===== src/hw/rtl/ipt_pkg.sv =====
package ipt_pkg;

	// Field widths of the pulse and result words.
	localparam int PW_W    = 16;
	localparam int KEY_W   = 4;
	localparam int SCORE_W = 16;

	// Running difference sums saturate at the top of this width.
	localparam int SUM_W = 21;
	localparam logic [SUM_W-1:0] SUM_MAX = {SUM_W{1'b1}};

	// A sum must fall below this limit to count as a match.
	localparam logic [SUM_W-1:0] NO_MATCH_LIMIT = SUM_W'(16'hFFFF);

	// Default geometry of the template store.
	localparam int DEF_NUM_TEMPLATES = 10;
	localparam int DEF_TEMPLATE_LEN  = 25;

	// Built-in pulse templates, one row per key.
	localparam int BUILTIN_COUNT = 10;
	localparam int BUILTIN_LEN   = 25;

	localparam logic [PW_W-1:0] BUILTIN_TMPL [BUILTIN_COUNT][BUILTIN_LEN] = '{
		'{16'd2440, 16'd516, 16'd1232, 16'd541, 16'd616, 16'd541, 16'd615, 16'd542,
		  16'd1231, 16'd542, 16'd615, 16'd542, 16'd614, 16'd543, 16'd614, 16'd542,
		  16'd1230, 16'd543, 16'd615, 16'd542, 16'd613, 16'd543, 16'd614, 16'd543,
		  16'd614},
		'{16'd2440, 16'd515, 16'd640, 16'd517, 16'd615, 16'd541, 16'd615, 16'd541,
		  16'd616, 16'd542, 16'd615, 16'd542, 16'd615, 16'd541, 16'd614, 16'd542,
		  16'd1230, 16'd542, 16'd614, 16'd542, 16'd615, 16'd542, 16'd614, 16'd543,
		  16'd612},
		'{16'd2416, 16'd539, 16'd1231, 16'd541, 16'd615, 16'd541, 16'd614, 16'd542,
		  16'd614, 16'd543, 16'd614, 16'd542, 16'd614, 16'd542, 16'd613, 16'd543,
		  16'd1230, 16'd543, 16'd614, 16'd542, 16'd614, 16'd544, 16'd613, 16'd544,
		  16'd613},
		'{16'd2438, 16'd518, 16'd616, 16'd540, 16'd1231, 16'd541, 16'd615, 16'd541,
		  16'd615, 16'd541, 16'd615, 16'd542, 16'd615, 16'd542, 16'd615, 16'd541,
		  16'd1230, 16'd542, 16'd614, 16'd543, 16'd614, 16'd543, 16'd614, 16'd542,
		  16'd613},
		'{16'd2439, 16'd517, 16'd1232, 16'd541, 16'd1231, 16'd541, 16'd615, 16'd542,
		  16'd614, 16'd542, 16'd615, 16'd542, 16'd614, 16'd543, 16'd614, 16'd543,
		  16'd1229, 16'd543, 16'd614, 16'd543, 16'd614, 16'd543, 16'd614, 16'd543,
		  16'd614},
		'{16'd2416, 16'd540, 16'd616, 16'd541, 16'd616, 16'd541, 16'd1231, 16'd541,
		  16'd615, 16'd542, 16'd614, 16'd542, 16'd613, 16'd542, 16'd614, 16'd543,
		  16'd1231, 16'd542, 16'd614, 16'd543, 16'd615, 16'd542, 16'd614, 16'd543,
		  16'd613},
		'{16'd2416, 16'd540, 16'd1232, 16'd541, 16'd616, 16'd541, 16'd1231, 16'd541,
		  16'd615, 16'd542, 16'd615, 16'd542, 16'd614, 16'd542, 16'd615, 16'd543,
		  16'd1230, 16'd542, 16'd614, 16'd542, 16'd614, 16'd542, 16'd614, 16'd542,
		  16'd614},
		'{16'd2415, 16'd539, 16'd616, 16'd541, 16'd1231, 16'd541, 16'd1231, 16'd542,
		  16'd615, 16'd542, 16'd614, 16'd542, 16'd615, 16'd542, 16'd615, 16'd542,
		  16'd1230, 16'd542, 16'd614, 16'd543, 16'd614, 16'd542, 16'd615, 16'd542,
		  16'd614},
		'{16'd2440, 16'd516, 16'd1253, 16'd520, 16'd1231, 16'd541, 16'd1230, 16'd542,
		  16'd614, 16'd543, 16'd614, 16'd542, 16'd615, 16'd542, 16'd613, 16'd543,
		  16'd1230, 16'd543, 16'd614, 16'd543, 16'd614, 16'd543, 16'd613, 16'd544,
		  16'd613},
		'{16'd2417, 16'd538, 16'd616, 16'd541, 16'd616, 16'd541, 16'd615, 16'd542,
		  16'd1231, 16'd542, 16'd615, 16'd542, 16'd614, 16'd542, 16'd614, 16'd542,
		  16'd1231, 16'd542, 16'd614, 16'd542, 16'd615, 16'd542, 16'd614, 16'd543,
		  16'd614}
	};

	// Template entry lookup; entries outside the built-in set read as zero.
	function automatic logic [PW_W-1:0] tmpl_entry(input int unsigned t,
		input int unsigned p);
		logic [PW_W-1:0] val;
		val = '0;
		if (t < BUILTIN_COUNT && p < BUILTIN_LEN) begin
			val = BUILTIN_TMPL[t][p];
		end
		return val;
	endfunction

endpackage


===== src/hw/rtl/ir_pulse_template_matcher.sv =====
// Channel  Direction  Handshake                   Payload
// pulse    in         pulse_valid / pulse_ready   pulse_width, last_pulse
// result   out        result_valid / result_ready match_found, matched_key, best_score
//
// One pulse word is accepted every cycle while the output is free or being taken.
// After its last pulse is accepted, a frame's result passes through the input register,
// the levels of the registered minimum tree and then the result register.
// Reset clears the running sums, the pulse position and all stage valid flags.
// A stall on the result side freezes every stage, and pulse_ready drops with it.
module ir_pulse_template_matcher #(
	parameter int NUM_TEMPLATES = ipt_pkg::DEF_NUM_TEMPLATES,
	parameter int TEMPLATE_LEN  = ipt_pkg::DEF_TEMPLATE_LEN
) (
	input  logic                        clk,
	input  logic                        arst_n,
	input  logic                        pulse_valid,
	output logic                        pulse_ready,
	input  logic [ipt_pkg::PW_W-1:0]    pulse_width,
	input  logic                        last_pulse,
	output logic                        result_valid,
	input  logic                        result_ready,
	output logic                        match_found,
	output logic [ipt_pkg::KEY_W-1:0]   matched_key,
	output logic [ipt_pkg::SCORE_W-1:0] best_score
);
	import ipt_pkg::*;

	localparam int POS_W = $clog2(TEMPLATE_LEN + 1);
	localparam int LVLS  = (NUM_TEMPLATES > 1) ? $clog2(NUM_TEMPLATES) : 0;
	localparam int PAD   = 1 << LVLS;
	localparam int PKW   = (LVLS > 0) ? LVLS : 1;

	logic                 adv;
	logic                 vld_s1;
	logic [PW_W-1:0]      width_s1;
	logic                 last_s1;
	logic [POS_W-1:0]     pos_q;
	logic [SUM_W-1:0]     sums_q [NUM_TEMPLATES];
	logic [SUM_W-1:0]     nsum [NUM_TEMPLATES];
	logic                 pos_full;
	logic [SUM_W-1:0]     tsum_q [LVLS+1][PAD];
	logic [PKW-1:0]       tkey_q [LVLS+1][PAD];
	logic [LVLS:0]        tvld_q;
	logic                 found;
	logic                 res_vld_q;
	logic                 found_q;
	logic [KEY_W-1:0]     key_q;
	logic [SCORE_W-1:0]   score_q;

	// The whole pipeline moves whenever the result register can take a word.
	assign adv         = !res_vld_q || result_ready;
	assign pulse_ready = adv;
	assign pos_full    = (pos_q >= POS_W'(TEMPLATE_LEN));

	// Input register.
	always_ff @(posedge clk or negedge arst_n) begin
		if (!arst_n) begin
			vld_s1 <= 1'b0;
		end else if (adv) begin
			vld_s1 <= pulse_valid;
		end
	end

	always_ff @(posedge clk) begin
		if (adv && pulse_valid) begin
			width_s1 <= pulse_width;
			last_s1  <= last_pulse;
		end
	end

	// Absolute difference against each template and saturating accumulate.
	always_comb begin
		logic [PW_W-1:0]  ref_w;
		logic [PW_W-1:0]  diff;
		logic [SUM_W:0]   acc;
		for (int t = 0; t < NUM_TEMPLATES; t++) begin
			ref_w = tmpl_entry(t, int'(pos_q));
			diff  = (width_s1 > ref_w) ? (width_s1 - ref_w) : (ref_w - width_s1);
			acc   = {1'b0, sums_q[t]} + (SUM_W + 1)'(diff);
			if (pos_full) begin
				nsum[t] = sums_q[t];
			end else if (acc[SUM_W]) begin
				nsum[t] = SUM_MAX;
			end else begin
				nsum[t] = acc[SUM_W-1:0];
			end
		end
	end

	// Running sums and pulse position; both clear after the last pulse of a frame.
	always_ff @(posedge clk or negedge arst_n) begin
		if (!arst_n) begin
			pos_q <= '0;
			for (int t = 0; t < NUM_TEMPLATES; t++) begin
				sums_q[t] <= '0;
			end
		end else if (adv && vld_s1) begin
			if (last_s1) begin
				pos_q <= '0;
				for (int t = 0; t < NUM_TEMPLATES; t++) begin
					sums_q[t] <= '0;
				end
			end else begin
				if (!pos_full) begin
					pos_q <= pos_q + POS_W'(1);
				end
				for (int t = 0; t < NUM_TEMPLATES; t++) begin
					sums_q[t] <= nsum[t];
				end
			end
		end
	end

	// Minimum tree valid flags, one per level.
	always_ff @(posedge clk or negedge arst_n) begin
		if (!arst_n) begin
			tvld_q <= '0;
		end else if (adv) begin
			tvld_q[0] <= vld_s1 && last_s1;
			for (int l = 0; l < LVLS; l++) begin
				tvld_q[l+1] <= tvld_q[l];
			end
		end
	end

	// Registered minimum tree; the left entry wins a tie, so the lower key wins.
	always_ff @(posedge clk) begin
		if (adv) begin
			for (int i = 0; i < PAD; i++) begin
				tsum_q[0][i] <= (i < NUM_TEMPLATES) ? nsum[i] : SUM_MAX;
				tkey_q[0][i] <= PKW'(i);
			end
			for (int l = 0; l < LVLS; l++) begin
				for (int i = 0; i < PAD / 2; i++) begin
					if (i < (PAD >> (l + 1))) begin
						if (tsum_q[l][2*i+1] < tsum_q[l][2*i]) begin
							tsum_q[l+1][i] <= tsum_q[l][2*i+1];
							tkey_q[l+1][i] <= tkey_q[l][2*i+1];
						end else begin
							tsum_q[l+1][i] <= tsum_q[l][2*i];
							tkey_q[l+1][i] <= tkey_q[l][2*i];
						end
					end
				end
			end
		end
	end

	// Result register: match decision and score.
	assign found = (tsum_q[LVLS][0] < NO_MATCH_LIMIT);

	always_ff @(posedge clk or negedge arst_n) begin
		if (!arst_n) begin
			res_vld_q <= 1'b0;
		end else if (adv) begin
			res_vld_q <= tvld_q[LVLS];
		end
	end

	always_ff @(posedge clk) begin
		if (adv && tvld_q[LVLS]) begin
			found_q <= found;
			key_q   <= found ? KEY_W'(tkey_q[LVLS][0]) : '0;
			score_q <= found ? SCORE_W'(NO_MATCH_LIMIT - tsum_q[LVLS][0]) : '0;
		end
	end

	assign result_valid = res_vld_q;
	assign match_found  = found_q;
	assign matched_key  = key_q;
	assign best_score   = score_q;

	// A word without a match reports key and score as zero.
	a_nomatch_zero: assert property (@(posedge clk) disable iff (!arst_n)
		(result_valid && !match_found) |-> (matched_key == '0 && best_score == '0))
		else $error("no-match word carries a nonzero key or score");

	// A match always leaves a positive score.
	a_match_score: assert property (@(posedge clk) disable iff (!arst_n)
		(result_valid && match_found) |-> (best_score != '0))
		else $error("match reported with zero score");

	// The position restarts after the last pulse of a frame.
	a_pos_clear: assert property (@(posedge clk) disable iff (!arst_n)
		(adv && vld_s1 && last_s1) |=> (pos_q == '0))
		else $error("pulse position not cleared after frame end");

	// The position never runs past the template length.
	a_pos_range: assert property (@(posedge clk) disable iff (!arst_n)
		pos_q <= POS_W'(TEMPLATE_LEN))
		else $error("pulse position beyond template length");

endmodule

===== config.mk =====
export PLATFORM = sky130hd
export DESIGN_NAME = ir_pulse_template_matcher
export DESIGN_NICKNAME = d
export VERILOG_FILES = /design/src/hw/rtl/ipt_pkg.sv /design/src/hw/rtl/ir_pulse_template_matcher.sv
export SDC_FILE = /design/constraint.sdc
export NUM_CORES = 2
export LEC_CHECK = 0
export ABC_AREA = 1
export BUFFER_PORTS_ARGS = -buffer_cell sky130_fd_sc_hd__buf_2
export CAP_MARGIN = 20
export CORE_MARGIN = 8
export CORE_UTILIZATION = 59
export CTS_CLUSTER_SIZE = 30
export DETAILED_ROUTE_END_ITERATION = 10
export PLACE_DENSITY = 0.79
export SYNTH_ARGS = -nofsm -noshare
export SYNTH_HDL_FRONTEND = slang
export SYNTH_SLANG_ARGS = --single-unit

===== constraint.sdc =====
create_clock -name clk -period 8.2 [get_ports clk]
set_input_delay 0.41 -clock clk [delete_from_list [all_inputs] [get_ports clk]]
set_output_delay 0.41 -clock clk [all_outputs]
set_load 0.03 [all_outputs]

[After elaboration in Yosys (flattened, before gate mapping)]
Memories as Yosys holds them, arrays and structs flattened. A register that Yosys moved wholly into a read port is not among the register bits.
Cells that the tools add are included.
Operators by class
  $add $sub $neg: 32
  magnitude comparators: 29
  eq/ne operators: 1
  muxes and demuxes: 185
  bitwise operators: 31
  reductions and logical operators: 8
Operators with widths (count)
  21-bit 2-to-1 mux: 35
  16-bit 2-to-1 mux: 40
  16-bit subtractor: 20
  21-bit less-than comparator: 12
  21-bit by 16-bit adder with 22-bit output: 10
  210-bit 2-to-1 mux: 1
  16-bit greater-than comparator: 10
  1-bit 2-to-1 mux: 92
  21-bit less-than comparator, both inputs constant: 3
  4-bit 2-to-1 mux: 15
  33-bit by 6-bit >= comparator with 1-bit output, second input constant: 1
  5-bit inverter with 33-bit output: 1
  1-bit OR: 30
  21-bit by 16-bit less-than comparator with 1-bit output, second input constant: 1
  16-bit subtractor, first input constant: 1
  5-bit 2-to-1 mux: 2
  5-bit by 1-bit adder with 5-bit output, second input constant: 1
  5-bit >= comparator, second input constant: 1
  5-bit less-than comparator, second input constant: 1
  1-bit logical AND: 4
  1-bit zero test: 2
  2-bit inequality test, second input constant: 1
  2-bit AND reduction: 1
  1-bit logical OR: 1
Storage, ports and cells
  bits in registers: 256
  RAM bits: 1210
  memory bits (read-only): 5120
  output and inout port bits: 23
  word-level logic and storage cells: 316
  memories: 12
Memory list
  tsum_q: depth 5, bits a word 210, rd ports 5, clocked after Yosys merged registers in 0, wr ports 5, RTL line ir_pulse_template_matcher.sv:41  | logic [SUM_W-1:0] tsum_q [LVLS+1][PAD];
  (no name shown): depth 32, bits a word 16, rd ports 1, clocked after Yosys merged registers in 0, wr ports 0, RTL line ipt_pkg.sv:72  | val = BUILTIN_TMPL[t][p];
  (no name shown): depth 32, bits a word 16, rd ports 1, clocked after Yosys merged registers in 0, wr ports 0, RTL line ipt_pkg.sv:72
  (no name shown): depth 32, bits a word 16, rd ports 1, clocked after Yosys merged registers in 0, wr ports 0, RTL line ipt_pkg.sv:72
  (no name shown): depth 32, bits a word 16, rd ports 1, clocked after Yosys merged registers in 0, wr ports 0, RTL line ipt_pkg.sv:72
  (no name shown): depth 32, bits a word 16, rd ports 1, clocked after Yosys merged registers in 0, wr ports 0, RTL line ipt_pkg.sv:72
  6 more memories

[Logic depth before layout (Yosys ltp)]
  word-level depth: 11
  mapped depth: 42
  depth with buffers taken out: 40

[Worst setup path after synthesis]
No wires, ideal clock.
  path kind: reg2reg
  start point: register res_vld_q, in the netlist result_valid
  end point: register tvld_q[4]
  library setup time: 487 ps
  arrival time: 8651 ps
  required time: 7713 ps
  path slack: -938 ps
  cell stages (with the launch flop): 7
  buffers on the path: 2
  clock period less this slack: 9138 ps
  cells stage by stage: dfrtp_1 inv_1 nor2_2 inv_2 clkbuf_1 clkbuf_1 o21ai_0
On the way
  longest elaborated chain between the ends: 2
RTL lines
  from (decl): RTL line ir_pulse_template_matcher.sv:45  | logic res_vld_q;
  from (signal assigned): RTL line ir_pulse_template_matcher.sv:156  | res_vld_q <= tvld_q[LVLS];
  1-bit zero test: RTL line ir_pulse_template_matcher.sv:51  | assign adv = !res_vld_q || result_ready;
  1-bit logical OR: RTL line ir_pulse_template_matcher.sv:51
  net pulse_ready: RTL line ir_pulse_template_matcher.sv:17  | output logic pulse_ready,
  to (signal, indexed assignment): RTL line ir_pulse_template_matcher.sv:121  | tvld_q[l+1] <= tvld_q[l];
  to (decl): RTL line ir_pulse_template_matcher.sv:43  | logic [LVLS:0] tvld_q;
The timed path passes the listed nets, and every way through them passes these cells.
A chain may end at the register's enable or synchronous reset.

==> impl_metrics.json <==
{
  "synth_area_leader_cell": "edfxtp_1",
  "post_drt_via_cell_ratio": 5.77,
  "firstDrtPassIters": 9,
  "areaGrowthSynthToFinish_pct": 7.51,
  "synth_top_area_share_pct": 24.0,
  "synth-simple-area-share_pct": 32.2,
  "grt_max_degree": 156,
  "ys_async_sr_fraction_pct": 30.8,
  "startpoint": "pos_q[0]",
  "min-delay-start": "result_ready",
  "insertion_delay_ns": 0.69,
  "pre_cts_ws_ns": 1.05,
  "die_height_um": 341,
  "synth_mux_area_share_pct": 0,
  "drtAntennaViolNets": 0,
  "rsz0062_at_grt": "false",
  "cts_made_buffers": 80,
  "setup_viol": 0,
  "cts_setup_buffers": 0,
  "fmax_mhz": 136,
  "wl_per_cell_um": 21.1,
  "finalSetupTns_ns": 0,
  "synth_compound_area_share_pct": 9.01,
  "cp.arrival_ns": 7.73,
  "yosysMostFrequentCell": "nand2_1",
  "grt_pass1_vias": 56260,
  "synth_seq_area_share_pct": 32.9,
  "r2r-start": "pos_q[0]",
  "gr-total-overflow": 0,
  "gp_congestion": 1.12,
  "clockBufferDepth": 3,
  "worstPathMaxFanout": 14,
  "grt_usage_pct": 36.9,
  "nets": 9657,
  "hold_viol_final": 0,
  "critPathSlowestCell": "dfrtp_1",
  "synth_cell_types": 57,
  "drt_drc_violations_left": 0,
  "timing.hold.ws_ns": 0.142,
  "dieArea_um2": 116000,
  "tightest_slew_ns": 1.28,
  "synth_top_family_by_area": "simple AND/OR/NAND/NOR gates",
  "yosys_most_used_dff": "edfxtp_1",
  "max_slew_margin_pct": 13.5,
  "start_util_pct": 59.3,
  "syn_nets": 9660,
  "num_rows": 119,
  "clk_pin_slew_worst_paths_ns": 0.06,
  "cts_sinks": 721,
  "synth-edff-count": 499,
  "fin_crit_sh_pct": 89.9,
  "yosys_warnings": 0,
  "antenna_found_initial": 10,
  "dpl.hpwl_um": 170000,
  "end_kind": "flip-flop",
  "cts_max_level": 3,
  "max_stage_delay_ns": 0.63,
  "fin_skew_ns": 0.0456,
  "start_kind": "flip-flop",
  "drv_cap": 0,
  "avgSynthCellArea_um2": 6.88,
  "final.min_clock_period_ns": 7.37,
  "coreArea_um2": 105000,
  "synth_area_leaders": "edfxtp_1 (24%), nand2_1 (20%), ha_1 (11%)",
  "crit_type": "reg2reg",
  "synth_area_um2": 62300,
  "synth_xor_area_share_pct": 3.92,
  "synth_adder_area_share_pct": 11.9,
  "slew_viol_final": 0,
  "portBuffers": 43,
  "wl_um": 222000,
  "hold_class": "in2reg",
  "synthTopCellsByCount": "nand2_1 (3240), inv_1 (1341), nand3_1 (645)",
  "worst_slack_ns": 0.829,
  "drt-initial-drc-count": 6945,
  "synth_seq_cells": 721,
  "io-pin-count": 44,
  "cts_tree": "built",
  "crit_top_cell": "nand2_1",
  "synthCells": 9066,
  "vias": 60780,
  "die_w_um": 341,
  "ctsRootBufferMaster": "clkbuf_16",
  "worstPathRequired_ns": 8.55,
  "drive_gt1_share_pct": 4.24,
  "grt_first_pass_wirelength_um": 334000,
  "status": "completed"
}
-- worst max-delay path: cells and delay by family (launching register included) --
kind / cells / cell delay, ns
AOI/OAI and AO/OA: 3 / 0.81
adders and majority gates: 3 / 1.21
buffers and inverters: 7 / 1.27
DFF: 1 / 0.63
and+or+nand+nor: 16 / 3.10
-- area by class of cell --
cell class	count	area (µm²)
fill	9523	38100
multi-input combinational	6737	35600
sequential	721	20500
inverter	1357	5130
clock buffer	109	2240
tap	1391	1740
timing repair buffer	166	1280
clock inverter	40	498
antenna	6	15.0
-- cell usage in the layout (no fill, tap or decap), drive strengths merged, types with 102 or more instances in the layout --
cell type,n
nand3,647
or2,146
nand2,3246
buf,148
a21oi,460
clkbuf,109
ha,543
inv,1358
a21boi,102
o21ai,354
nor2,582
edfxtp,499
xor2,218
dfrtp,222
-- repair_timing --
item                      4_1_cts  5_1_grt
hold endpoints to repair      109        0
hold buffers                   18        0
resized for setup               0        0
-- flip-flops by register name, indices dropped and copies added, names as in the netlist --
register      flops
match_found       1
matched_key       4
sums_q          210
vld_s1            1
pos_q             5
tvld_q            5
width_s1         16
tsum_q          441
result_valid      1
tkey_q           20
last_s1           1
best_score       16
-- metal layers --
metal / up-vias / routed length [µm] / GRT usage, %
li1: 28872 / - / -
met1: 28124 / 92800 / 51.1
met2: 3232 / 92100 / 54.5
met3: 544 / 26800 / 10.4
met4: 8 / 10100 / 14.3
met5: - / 64 / 0
-- stage by stage --
step,area [µm²],std cells,util (%)
CTS,67000,10518,63.7
global route,67000,10521,63.7
global placement,64000,10351,60.9
detailed placement,64000,10351,60.9
finish,67000,10527,63.8
floorplan,62300,9066,-
-- worst paths after layout --
kind	end	slack [ns]	cells past startpoint
min in group asynchronous	sums_q[48]	0.26	2
worst min register to register	tkey_q[3][25]	0.47	0
worst max register to register	tsum_q[0][207]	0.83	29
worst min-delay path	tkey_q[2][21]	0.14	2
worst max-delay path	tsum_q[0][207]	0.83	29
max in group asynchronous	sums_q[120]	6.43	3
-- kinds of logic (layout without fill, tap and decap cells) --
family          Yosys count  after routing
simple gates           4866           4866
buf+inv                1608           1672
compound gates         1019           1019
flops                   721            721
fa+ha+maj               573            573
xor+xnor                279            279
other cells               0              6
Power is not shown: default switching activity piles up to over one toggle a cycle in this logic, so the estimate is an artifact.
